--- config.mk ---
export PLATFORM = sky130hd
export DESIGN_NAME = voxel_ray_traversal_unit
export DESIGN_NICKNAME = d
export VERILOG_FILES = /design/src/rtl/core/vrt_pkg.sv /design/src/rtl/core/voxel_ray_traversal_unit.sv
export VERILOG_INCLUDE_DIRS = /design/src /design/src/rtl/core
export SDC_FILE = /design/constraint.sdc
export NUM_CORES = 2
export LEC_CHECK = 0
export ABC_AREA = 1
export BUFFER_PORTS_ARGS = -buffer_cell sky130_fd_sc_hd__buf_2
export CAP_MARGIN = 20
export CORE_UTILIZATION = 50
export CTS_BUF_LIST = sky130_fd_sc_hd__clkbuf_2 sky130_fd_sc_hd__clkbuf_4 sky130_fd_sc_hd__clkbuf_8
export DETAILED_ROUTE_END_ITERATION = 12
export HOLD_SLACK_MARGIN = 0.1
export PLACE_DENSITY = 0.68
export SLEW_MARGIN = 10
export SYNTH_ARGS = -nofsm -noshare
export SYNTH_HDL_FRONTEND = slang
export SYNTH_SLANG_ARGS = --single-unit
--- constraint.sdc ---
create_clock -name clock -period 31.1 [get_ports clock]
set_clock_uncertainty 0.15 [all_clocks]
set_input_delay 7.775 -clock clock [delete_from_list [all_inputs] [get_ports clock]]
set_output_delay 7.775 -clock clock [all_outputs]
set_load 0.02 [all_outputs]
--- src/rtl/core/voxel_ray_traversal_unit_assert.svh ---
// Assertion macros for the voxel ray traversal unit
`ifndef VOXEL_RAY_TRAVERSAL_UNIT_ASSERT_SVH
`define VOXEL_RAY_TRAVERSAL_UNIT_ASSERT_SVH

// same-cycle implication
`define VRT_ASSERT_NOW(label, clk, rst, ante, cons, msg) \
   label: assert property (@(posedge clk) disable iff (rst) (ante) |-> (cons)) else $error(msg);

// next-cycle implication
`define VRT_ASSERT_NEXT(label, clk, rst, ante, cons, msg) \
   label: assert property (@(posedge clk) disable iff (rst) (ante) |=> (cons)) else $error(msg);

`endif

--- src/rtl/core/vrt_pkg.sv ---
// ----------------------------------------------------------------------------
// vrt_pkg
// Shared constants for the voxel ray traversal unit.
// ----------------------------------------------------------------------------
package vrt_pkg;

   localparam int REQ_DATA_W = 192;
   localparam int RSP_DATA_W = 200;
   localparam int CSR_ADDR_W = 5;
   localparam int DIV_BITS   = 29;   // quotient bits of 2^28 / |dir|

   localparam logic OP_START  = 1'b0;
   localparam logic OP_ANSWER = 1'b1;

   localparam logic [2:0] KIND_QUERY = 3'd0;
   localparam logic [2:0] KIND_HIT   = 3'd1;
   localparam logic [2:0] KIND_LEFT  = 3'd2;
   localparam logic [2:0] KIND_LIMIT = 3'd3;
   localparam logic [2:0] KIND_NONE  = 3'd4;

   localparam logic [2:0] REG_MIN_X = 3'd0;
   localparam logic [2:0] REG_MIN_Y = 3'd1;
   localparam logic [2:0] REG_MIN_Z = 3'd2;
   localparam logic [2:0] REG_MAX_X = 3'd3;
   localparam logic [2:0] REG_MAX_Y = 3'd4;
   localparam logic [2:0] REG_MAX_Z = 3'd5;

   localparam logic [31:0] SAT32    = 32'hFFFF_FFFF;
   localparam logic [30:0] DIST_MAX = 31'h7FFF_FFFF;

   localparam logic [1:0] NORMAL_POS = 2'b01;
   localparam logic [1:0] NORMAL_NEG = 2'b11;

endpackage

--- src/rtl/core/voxel_ray_traversal_unit.sv ---
// ----------------------------------------------------------------------------
// voxel_ray_traversal_unit
// 3D grid ray stepper: one request per ray start or occupancy answer, one
// response per request.
// ----------------------------------------------------------------------------
// A start request runs one reciprocal division per nonzero axis on one shared
// restoring divider (a setup state for every axis, then a divide and a multiply
// state for each nonzero axis) and then an advance step before its response;
// an answer for an empty voxel runs an advance step, and an answer for an
// occupied voxel uses the shared 16x32 multiplier once per axis for the hit point. One
// request is in work at a time; req_tready is low while a request is in work
// or a response is waiting.
`include "voxel_ray_traversal_unit_assert.svh"

module voxel_ray_traversal_unit import vrt_pkg::*; (
   input  logic                  clock,
   input  logic                  reset,
   input  logic                  req_tvalid,
   output logic                  req_tready,
   // origin_x, origin_y, origin_z, dir_x, dir_y, dir_z, max_distance,
   // occupied, voxel_value
   input  logic [REQ_DATA_W-1:0] req_tdata,
   input  logic [0:0]            req_tuser,   // op
   output logic                  rsp_tvalid,
   input  logic                  rsp_tready,
   // voxel_x, voxel_y, voxel_z, normal_x, normal_y, normal_z, distance,
   // hit_x, hit_y, hit_z, hit_value, zero fill
   output logic [RSP_DATA_W-1:0] rsp_tdata,
   output logic [2:0]            rsp_tuser,   // kind
   input  logic                  csr_psel,
   input  logic                  csr_penable,
   input  logic                  csr_pwrite,
   input  logic [CSR_ADDR_W-1:0] csr_paddr,
   input  logic [31:0]           csr_pwdata,
   output logic [31:0]           csr_prdata,
   output logic                  csr_pready
);

   typedef enum logic [2:0] {
      ST_IDLE, ST_SETUP, ST_DIV, ST_BMUL, ST_ADV, ST_HMUL, ST_HADD
   } state_type;

   state_type          state_ff;
   logic               rsp_valid_ff;
   logic               active_ff;
   logic signed [15:0] bmin_ff [3];
   logic signed [15:0] bmax_ff [3];
   logic signed [31:0] org_ff  [3];
   logic signed [15:0] dir_ff  [3];
   logic signed [15:0] cell_ff [3];
   logic [31:0]        bnd_ff  [3];
   logic [31:0]        step_ff [3];
   logic [2:0]         neg_ff;
   logic [1:0]         last_axis_ff;
   logic [31:0]        trav_ff;
   logic [30:0]        limit_ff;
   logic [1:0]         ax_ff;
   logic [4:0]         cnt_ff;
   logic [15:0]        rem_ff;
   logic [DIV_BITS-1:0] q_ff;
   logic signed [47:0] prod_ff;
   logic signed [31:0] hit_ff [3];
   logic [15:0]        vval_ff;

   logic [2:0]         kind_ff;
   logic [15:0]        ovox_ff [3];
   logic [1:0]         onorm_ff [3];
   logic [30:0]        odist_ff;
   logic [31:0]        ohit_ff [3];
   logic [15:0]        oval_ff;

   logic req_fire, csr_wr;
   assign req_fire   = req_tvalid && req_tready;
   assign req_tready = (state_ff == ST_IDLE) && !rsp_valid_ff;
   assign csr_wr     = csr_psel && csr_penable && csr_pwrite && csr_pready;
   assign csr_pready = 1'b1;

   // request fields
   logic signed [31:0] req_org [3];
   logic signed [15:0] req_dir [3];
   assign req_org[0] = req_tdata[31:0];
   assign req_org[1] = req_tdata[63:32];
   assign req_org[2] = req_tdata[95:64];
   assign req_dir[0] = req_tdata[111:96];
   assign req_dir[1] = req_tdata[127:112];
   assign req_dir[2] = req_tdata[143:128];

   // divider step
   logic signed [15:0] cur_dir;
   logic signed [16:0] dir_wide;
   logic [16:0]        mag_wide;
   logic [15:0]        mag;
   logic [16:0]        div_r;
   logic               div_ge;
   logic [15:0]        rem_in;
   logic [DIV_BITS-1:0] q_in;
   logic [15:0]        frac;
   logic [16:0]        fdist;
   logic [45:0]        bprod;

   always_comb begin
      cur_dir  = dir_ff[ax_ff];
      dir_wide = {cur_dir[15], cur_dir};
      mag_wide = cur_dir[15] ? 17'(-dir_wide) : 17'(dir_wide);
      mag      = mag_wide[15:0];
      div_r    = {rem_ff, (cnt_ff == 5'(DIV_BITS - 1))};
      div_ge   = div_r >= {1'b0, mag};
      rem_in   = div_ge ? 16'(div_r - {1'b0, mag}) : div_r[15:0];
      q_in     = {q_ff[DIV_BITS-2:0], div_ge};
      frac     = org_ff[ax_ff][15:0];
      fdist    = (!cur_dir[15] && cur_dir != 16'sd0) ? 17'(17'h10000 - {1'b0, frac})
                                                     : {1'b0, frac};
      bprod    = 46'(fdist) * 46'(q_ff);
   end

   // step selection and bounds check
   logic [1:0]         sel_axis;
   logic [31:0]        bnd_sum;
   logic [32:0]        bnd_wide;
   logic signed [16:0] next_pos [3];
   logic               in_box;

   always_comb begin
      if (bnd_ff[0] < bnd_ff[1] && bnd_ff[0] < bnd_ff[2]) sel_axis = 2'd0;
      else if (bnd_ff[1] < bnd_ff[2])                     sel_axis = 2'd1;
      else                                                sel_axis = 2'd2;
      bnd_wide = {1'b0, bnd_ff[sel_axis]} + {1'b0, step_ff[sel_axis]};
      bnd_sum  = bnd_wide[32] ? SAT32 : bnd_wide[31:0];
      in_box   = 1'b1;
      for (int i = 0; i < 3; i++) begin
         next_pos[i] = {cell_ff[i][15], cell_ff[i]};
         if (2'(i) == sel_axis)
            next_pos[i] = neg_ff[i] ? next_pos[i] - 17'sd1 : next_pos[i] + 17'sd1;
         if (next_pos[i] < $signed({bmin_ff[i][15], bmin_ff[i]}) ||
             next_pos[i] > $signed({bmax_ff[i][15], bmax_ff[i]}))
            in_box = 1'b0;
      end
   end

   // hit point
   logic [30:0]        trav_sat;
   logic signed [47:0] hprod;
   logic signed [36:0] hsum;
   logic signed [31:0] hsat;

   always_comb begin
      trav_sat = trav_ff[31] ? DIST_MAX : trav_ff[30:0];
      hprod    = 48'(cur_dir) * 48'($signed({1'b0, trav_sat}));
      hsum     = {{5{org_ff[ax_ff][31]}}, org_ff[ax_ff]} + {prod_ff[47], prod_ff[47:12]};
      if (hsum[36:31] == 6'b000000 || hsum[36:31] == 6'b111111) hsat = hsum[31:0];
      else if (hsum[36])                                         hsat = 32'sh8000_0000;
      else                                                       hsat = 32'sh7FFF_FFFF;
   end

   always_ff @(posedge clock) begin
      if (reset) begin
         state_ff     <= ST_IDLE;
         rsp_valid_ff <= 1'b0;
         active_ff    <= 1'b0;
         for (int i = 0; i < 3; i++) begin
            bmin_ff[i] <= -16'sd1000;
            bmax_ff[i] <= 16'sd1000;
         end
      end else begin
         if (csr_wr) begin
            case (csr_paddr[4:2])
               REG_MIN_X: bmin_ff[0] <= csr_pwdata[15:0];
               REG_MIN_Y: bmin_ff[1] <= csr_pwdata[15:0];
               REG_MIN_Z: bmin_ff[2] <= csr_pwdata[15:0];
               REG_MAX_X: bmax_ff[0] <= csr_pwdata[15:0];
               REG_MAX_Y: bmax_ff[1] <= csr_pwdata[15:0];
               REG_MAX_Z: bmax_ff[2] <= csr_pwdata[15:0];
               default: ;
            endcase
         end
         if (rsp_valid_ff && rsp_tready) rsp_valid_ff <= 1'b0;

         case (state_ff)
            ST_IDLE: begin
               if (req_fire) begin
                  ax_ff <= 2'd0;
                  if (req_tuser[0] == OP_START) begin
                     for (int i = 0; i < 3; i++) begin
                        org_ff[i] <= req_org[i];
                        dir_ff[i] <= req_dir[i];
                     end
                     limit_ff     <= req_tdata[174:144];
                     trav_ff      <= '0;
                     last_axis_ff <= 2'd0;
                     active_ff    <= 1'b1;
                     state_ff     <= ST_SETUP;
                  end else if (!active_ff) begin
                     kind_ff  <= KIND_NONE;
                     odist_ff <= '0;
                     oval_ff  <= '0;
                     for (int i = 0; i < 3; i++) begin
                        ovox_ff[i]  <= '0;
                        onorm_ff[i] <= '0;
                        ohit_ff[i]  <= '0;
                     end
                     rsp_valid_ff <= 1'b1;
                  end else if (req_tdata[175]) begin
                     vval_ff  <= req_tdata[191:176];
                     state_ff <= ST_HMUL;
                  end else begin
                     state_ff <= ST_ADV;
                  end
               end
            end
            ST_SETUP: begin
               cell_ff[ax_ff] <= org_ff[ax_ff][31:16];
               neg_ff[ax_ff]  <= cur_dir[15] || (cur_dir == 16'sd0);
               if (mag == 16'd0) begin
                  step_ff[ax_ff] <= SAT32;
                  bnd_ff[ax_ff]  <= SAT32;
                  ax_ff          <= ax_ff + 2'd1;
                  state_ff       <= (ax_ff == 2'd2) ? ST_ADV : ST_SETUP;
               end else begin
                  rem_ff   <= '0;
                  q_ff     <= '0;
                  cnt_ff   <= 5'(DIV_BITS - 1);
                  state_ff <= ST_DIV;
               end
            end
            ST_DIV: begin
               rem_ff <= rem_in;
               q_ff   <= q_in;
               cnt_ff <= cnt_ff - 5'd1;
               if (cnt_ff == 5'd0) state_ff <= ST_BMUL;
            end
            ST_BMUL: begin
               step_ff[ax_ff] <= 32'(q_ff);
               bnd_ff[ax_ff]  <= 32'(bprod[45:16]);
               ax_ff          <= ax_ff + 2'd1;
               state_ff       <= (ax_ff == 2'd2) ? ST_ADV : ST_SETUP;
            end
            ST_ADV: begin
               oval_ff <= '0;
               for (int i = 0; i < 3; i++) ohit_ff[i] <= '0;
               if (trav_ff >= {1'b0, limit_ff}) begin
                  kind_ff   <= KIND_LIMIT;
                  active_ff <= 1'b0;
                  odist_ff  <= trav_sat;
                  for (int i = 0; i < 3; i++) begin
                     ovox_ff[i]  <= cell_ff[i];
                     onorm_ff[i] <= '0;
                  end
               end else begin
                  trav_ff          <= bnd_ff[sel_axis];
                  odist_ff         <= bnd_ff[sel_axis][31] ? DIST_MAX
                                                           : bnd_ff[sel_axis][30:0];
                  bnd_ff[sel_axis] <= bnd_sum;
                  last_axis_ff     <= sel_axis;
                  for (int i = 0; i < 3; i++) begin
                     ovox_ff[i]  <= next_pos[i][15:0];
                     onorm_ff[i] <= (2'(i) == sel_axis)
                                    ? (neg_ff[i] ? NORMAL_POS : NORMAL_NEG) : 2'b00;
                  end
                  if (in_box) begin
                     kind_ff           <= KIND_QUERY;
                     cell_ff[sel_axis] <= next_pos[sel_axis][15:0];
                  end else begin
                     kind_ff   <= KIND_LEFT;
                     active_ff <= 1'b0;
                  end
               end
               rsp_valid_ff <= 1'b1;
               state_ff     <= ST_IDLE;
            end
            ST_HMUL: begin
               prod_ff  <= hprod;
               state_ff <= ST_HADD;
            end
            ST_HADD: begin
               hit_ff[ax_ff] <= hsat;
               ax_ff         <= ax_ff + 2'd1;
               state_ff      <= (ax_ff == 2'd2) ? ST_IDLE : ST_HMUL;
               if (ax_ff == 2'd2) begin
                  kind_ff   <= KIND_HIT;
                  active_ff <= 1'b0;
                  odist_ff  <= trav_sat;
                  oval_ff   <= vval_ff;
                  for (int i = 0; i < 3; i++) begin
                     ovox_ff[i]  <= cell_ff[i];
                     onorm_ff[i] <= (2'(i) == last_axis_ff)
                                    ? (neg_ff[i] ? NORMAL_POS : NORMAL_NEG) : 2'b00;
                  end
                  ohit_ff[0]   <= hit_ff[0];
                  ohit_ff[1]   <= hit_ff[1];
                  ohit_ff[2]   <= hsat;
                  rsp_valid_ff <= 1'b1;
               end
            end
            default: state_ff <= ST_IDLE;
         endcase
      end
   end

   always_comb begin
      case (csr_paddr[4:2])
         REG_MIN_X: csr_prdata = 32'(bmin_ff[0]);
         REG_MIN_Y: csr_prdata = 32'(bmin_ff[1]);
         REG_MIN_Z: csr_prdata = 32'(bmin_ff[2]);
         REG_MAX_X: csr_prdata = 32'(bmax_ff[0]);
         REG_MAX_Y: csr_prdata = 32'(bmax_ff[1]);
         REG_MAX_Z: csr_prdata = 32'(bmax_ff[2]);
         default:   csr_prdata = '0;
      endcase
   end

   assign rsp_tvalid = rsp_valid_ff;
   assign rsp_tuser  = kind_ff;
   assign rsp_tdata  = {3'b000, oval_ff, ohit_ff[2], ohit_ff[1], ohit_ff[0], odist_ff,
                        onorm_ff[2], onorm_ff[1], onorm_ff[0],
                        ovox_ff[2], ovox_ff[1], ovox_ff[0]};

   `VRT_ASSERT_NOW(a_ready_not_pending, clock, reset, req_tready, !rsp_valid_ff,
                   "request taken while a response is pending")
   `VRT_ASSERT_NEXT(a_start_busy, clock, reset, req_fire && req_tuser[0] == OP_START,
                    !req_tready && active_ff, "start request did not begin a ray")
   `VRT_ASSERT_NOW(a_one_normal, clock, reset,
                   rsp_valid_ff && (kind_ff == KIND_QUERY || kind_ff == KIND_HIT ||
                                    kind_ff == KIND_LEFT),
                   $countones({onorm_ff[0] != 2'b00, onorm_ff[1] != 2'b00,
                               onorm_ff[2] != 2'b00}) == 1,
                   "crossed face normal is not on exactly one axis")
   `VRT_ASSERT_NOW(a_none_idle, clock, reset,
                   rsp_valid_ff && kind_ff == KIND_NONE, !active_ff && odist_ff == '0,
                   "no-ray response with a ray active")

endmodule

==> results.sh <==
export IMPL_clk_path_buf_depth=3
export IMPL_fin_crit_sh_pct=56.29
export IMPL_max_stage_delay_ps=470
export IMPL_cts_resized=0
export IMPL_crit_path_end_kind="primary output"
export IMPL_synth_mux_area_share_pct=0.01409
export IMPL_crit_start="csr_paddr[4]"
export IMPL_root_buffer="clkbuf_8"
export IMPL_arrival_ps=9580
export IMPL_grt_usage_pct=32.07
export IMPL_critPathLaunchType="primary input"
export IMPL_crit_chain="buf_2 -> inv_1 -> nand2_1 -> inv_1 -> a221oi_1 -> o221ai_1 -> buf_2"
export IMPL_yosysTopAreaCell="edfxtp_1"
export IMPL_wl_per_cell_um=22.62
export IMPL_nets=10930
export IMPL_die_y_um=401.7
export IMPL_hold_buffers=0
export IMPL_gp_congestion=0.9723
export IMPL_drt_pre_antenna_iters=6
export IMPL_synth_top_family_by_area="adder cells"
export IMPL_final_hold_violation_count=0
export IMPL_worstPathRequired_ps=23180
export IMPL_crit_type="in -> out"
export IMPL_min_period_ps=17510
export IMPL_max_freq_mhz=57.13
export IMPL_numCtsBuffers=161
export IMPL_crit_fanout=12
export IMPL_rows=146
export IMPL_cp_slowest_cell="nand2_1"
export IMPL_via_per_inst=5.573
export IMPL_core_um2=158600
export IMPL_r2r_end="bnd_ff[1][21]$_DFFE_PP_"
export IMPL_multi_input_area_um2=44260
export IMPL_drtIter0Drc=5856
export IMPL_status="complete, no violations"
export IMPL_drive_above_1_share_pct=10.25
export IMPL_hp_class="reg -> reg"
export IMPL_synth_edf_count=910
export IMPL_r2r_cells=39
export IMPL_synthDistinctLibCells=73
export IMPL_clock_sinks=917
export IMPL_synth_compound_area_share_pct=8.937
export IMPL_ys_ff_latch=917
export IMPL_yosysWarnings=0
export IMPL_slew_viol_final=0
export IMPL_drc=0
export IMPL_cts_clk_slew_worst_paths_ps=60
export IMPL_gr_total_overflow=0
export IMPL_worst_slew_pin_slew_ps=1164
export IMPL_ctsHtreeMaxLevel=4
export IMPL_ant_nets=0
export IMPL_regToRegSetupSlack_ps=18720
export IMPL_synth_top_area_share_pct=34.20
export IMPL_rsz0062_at_grt="false"
export IMPL_cts_setup_buffers=0
export IMPL_synth_fa_ha_area_share_pct=30.12
export IMPL_pin_count=475
export IMPL_grt_max_degree=76
export IMPL_ys_async_sr_fraction_pct=0
export IMPL_finalSetupViolCount=0
export IMPL_cts_tree="built"
export IMPL_maxSlewHeadroom_pct=22.42
export IMPL_synthCells=8787
export IMPL_initial_core_util_pct=50.39
export IMPL_antenna_found_initial=8
export IMPL_vias=63890
export IMPL_fin_setup_tns_ps=0
export IMPL_grt_pass1_vias=64690
export IMPL_clk_latency_ps=950
export IMPL_die_area_um2=161400
export IMPL_io_buffer_count=452
export IMPL_wirelength_mm=259.3
export IMPL_seq_area_um2=27470
export IMPL_syn_area_um2=79900
export IMPL_place_hpwl_mm=202.9
export IMPL_yosysMostFrequentCell="inv_1"
export IMPL_synth_ff_type="edfxtp_1"
export IMPL_avgSynthCellArea_um2=9.093
export IMPL_die_w_um=401.7
export IMPL_grt_pass1_wl_mm=388.4
export IMPL_yosysSeqAreaShare_pct=34.38
export IMPL_syn2layout_area_growth_pct=10.29
export IMPL_synth_xor_area_share_pct=1.973
export IMPL_synth_area_top_cells="edfxtp_1 34%, fa_1 20%, ha_1 9.8%"
export IMPL_synthSimpleGateAreaFrac_pct=14.13
export IMPL_crit_end="csr_prdata[2]"
export IMPL_num_fill_cells=14320
export IMPL_synth_common_cells="1835 x inv_1, 1616 x nand2_1, 910 x edfxtp_1"
export IMPL_cap_viol_max_count=0
[sequential cells by signal, indices dropped and copies added, names as in the netlist, 5 cells and up, named ones only]
signal	cells
ohit_ff	96
hit_ff	64
trav_ff	32
odist_ff	31
dir_ff	48
oval_ff	16
step_ff	90
rem_ff	16
q_ff	29
cell_ff	48
bmax_ff	48
ovox_ff	48
limit_ff	31
bmin_ff	48
bnd_ff	96
prod_ff	36
org_ff	96
cnt_ff	5
vval_ff	16
onorm_ff	6
[stage by stage]
step | setup slack [ps] | cell area (um^2) | util, % | hold WS, ps | cells
4_1_cts | 13420 | 88060 | 55.54 | 332.3 | 11460
2_1_floorplan | 12400 | 79910 | - | 303.2 | 8789
6_report | 13590 | 88120 | 55.57 | 335.8 | 11460
3_3_place_gp | 13530 | 84630 | 53.37 | 319.2 | 11150
3_5_place_dp | 13420 | 84720 | 53.43 | 323.9 | 11160
5_1_grt | 13450 | 88110 | 55.57 | 366.0 | 11460
[critical path, delay by kind of cell]
family                 cells  cell delay (ps)
AND/OR/NAND/NOR            1              470
buffers and inverters      4              750
AO/OA/AOI/OAI              2              570
[cell families (layout without fill, tap and decap cells)]
| family | count (synthesis) | after routing |
|---|---|---|
| and+or+nand+nor | 2837 | 2837 |
| buffers and inverters | 2166 | 2763 |
| adders and majority gates | 1437 | 1437 |
| AOI/OAI and AO/OA | 1250 | 1250 |
| DFF | 917 | 917 |
| xor gates and xnor gates | 177 | 177 |
| other | 2 | 10 |
| muxes | 1 | 1 |
[cell type report]
type,instances,area share (%)
well taps,2072,2.942
diodes,6,0.01704
flip-flops and latches,917,31.17
clock inverters,104,0.9911
repair buffers,597,3.869
inverters,1871,7.974
clock buffers,191,2.806
multi-input cells,5706,50.23
[worst min-delay path by stage]
| stage | cells after the start | startpoint | end |
|---|---|---|---|
| global route | 2 | active_ff$_SDFFE_PP0P_ | active_ff$_SDFFE_PP0P_ |
| CTS | 2 | active_ff$_SDFFE_PP0P_ | active_ff$_SDFFE_PP0P_ |
| global placement | 2 | active_ff$_SDFFE_PP0P_ | active_ff$_SDFFE_PP0P_ |
| floorplan | 2 | active_ff$_SDFFE_PP0P_ | active_ff$_SDFFE_PP0P_ |
| finish | 2 | active_ff$_SDFFE_PP0P_ | active_ff$_SDFFE_PP0P_ |
| detailed placement | 2 | active_ff$_SDFFE_PP0P_ | active_ff$_SDFFE_PP0P_ |
[metal layers]
layer,GRT usage (%),part of all wire (%),vias to the layer above
li1,-,-,28930
met1,41.36,39,31340
met2,51.69,46,3001
met3,7.038,9.6,603
met4,14.64,4.9,4
met5,0,0.010,-
[placed cells by master, fill, tap and decap left out, types with 140 or more instances in the layout]
master	Yosys	routed
a21oi_1	528	524
fa_1	811	811
ha_1	626	626
nand3_1	143	140
edfxtp_1	910	910
nor2_1	887	879
o21ai_0	332	321
nand2_1	1616	1614
buf_2	35	452
clkbuf_8	0	166
inv_1	1835	1834
Power is left out: the tool's default activity adds up to more than one toggle a clock period on the data nets, which glitch-free logic cannot reach.
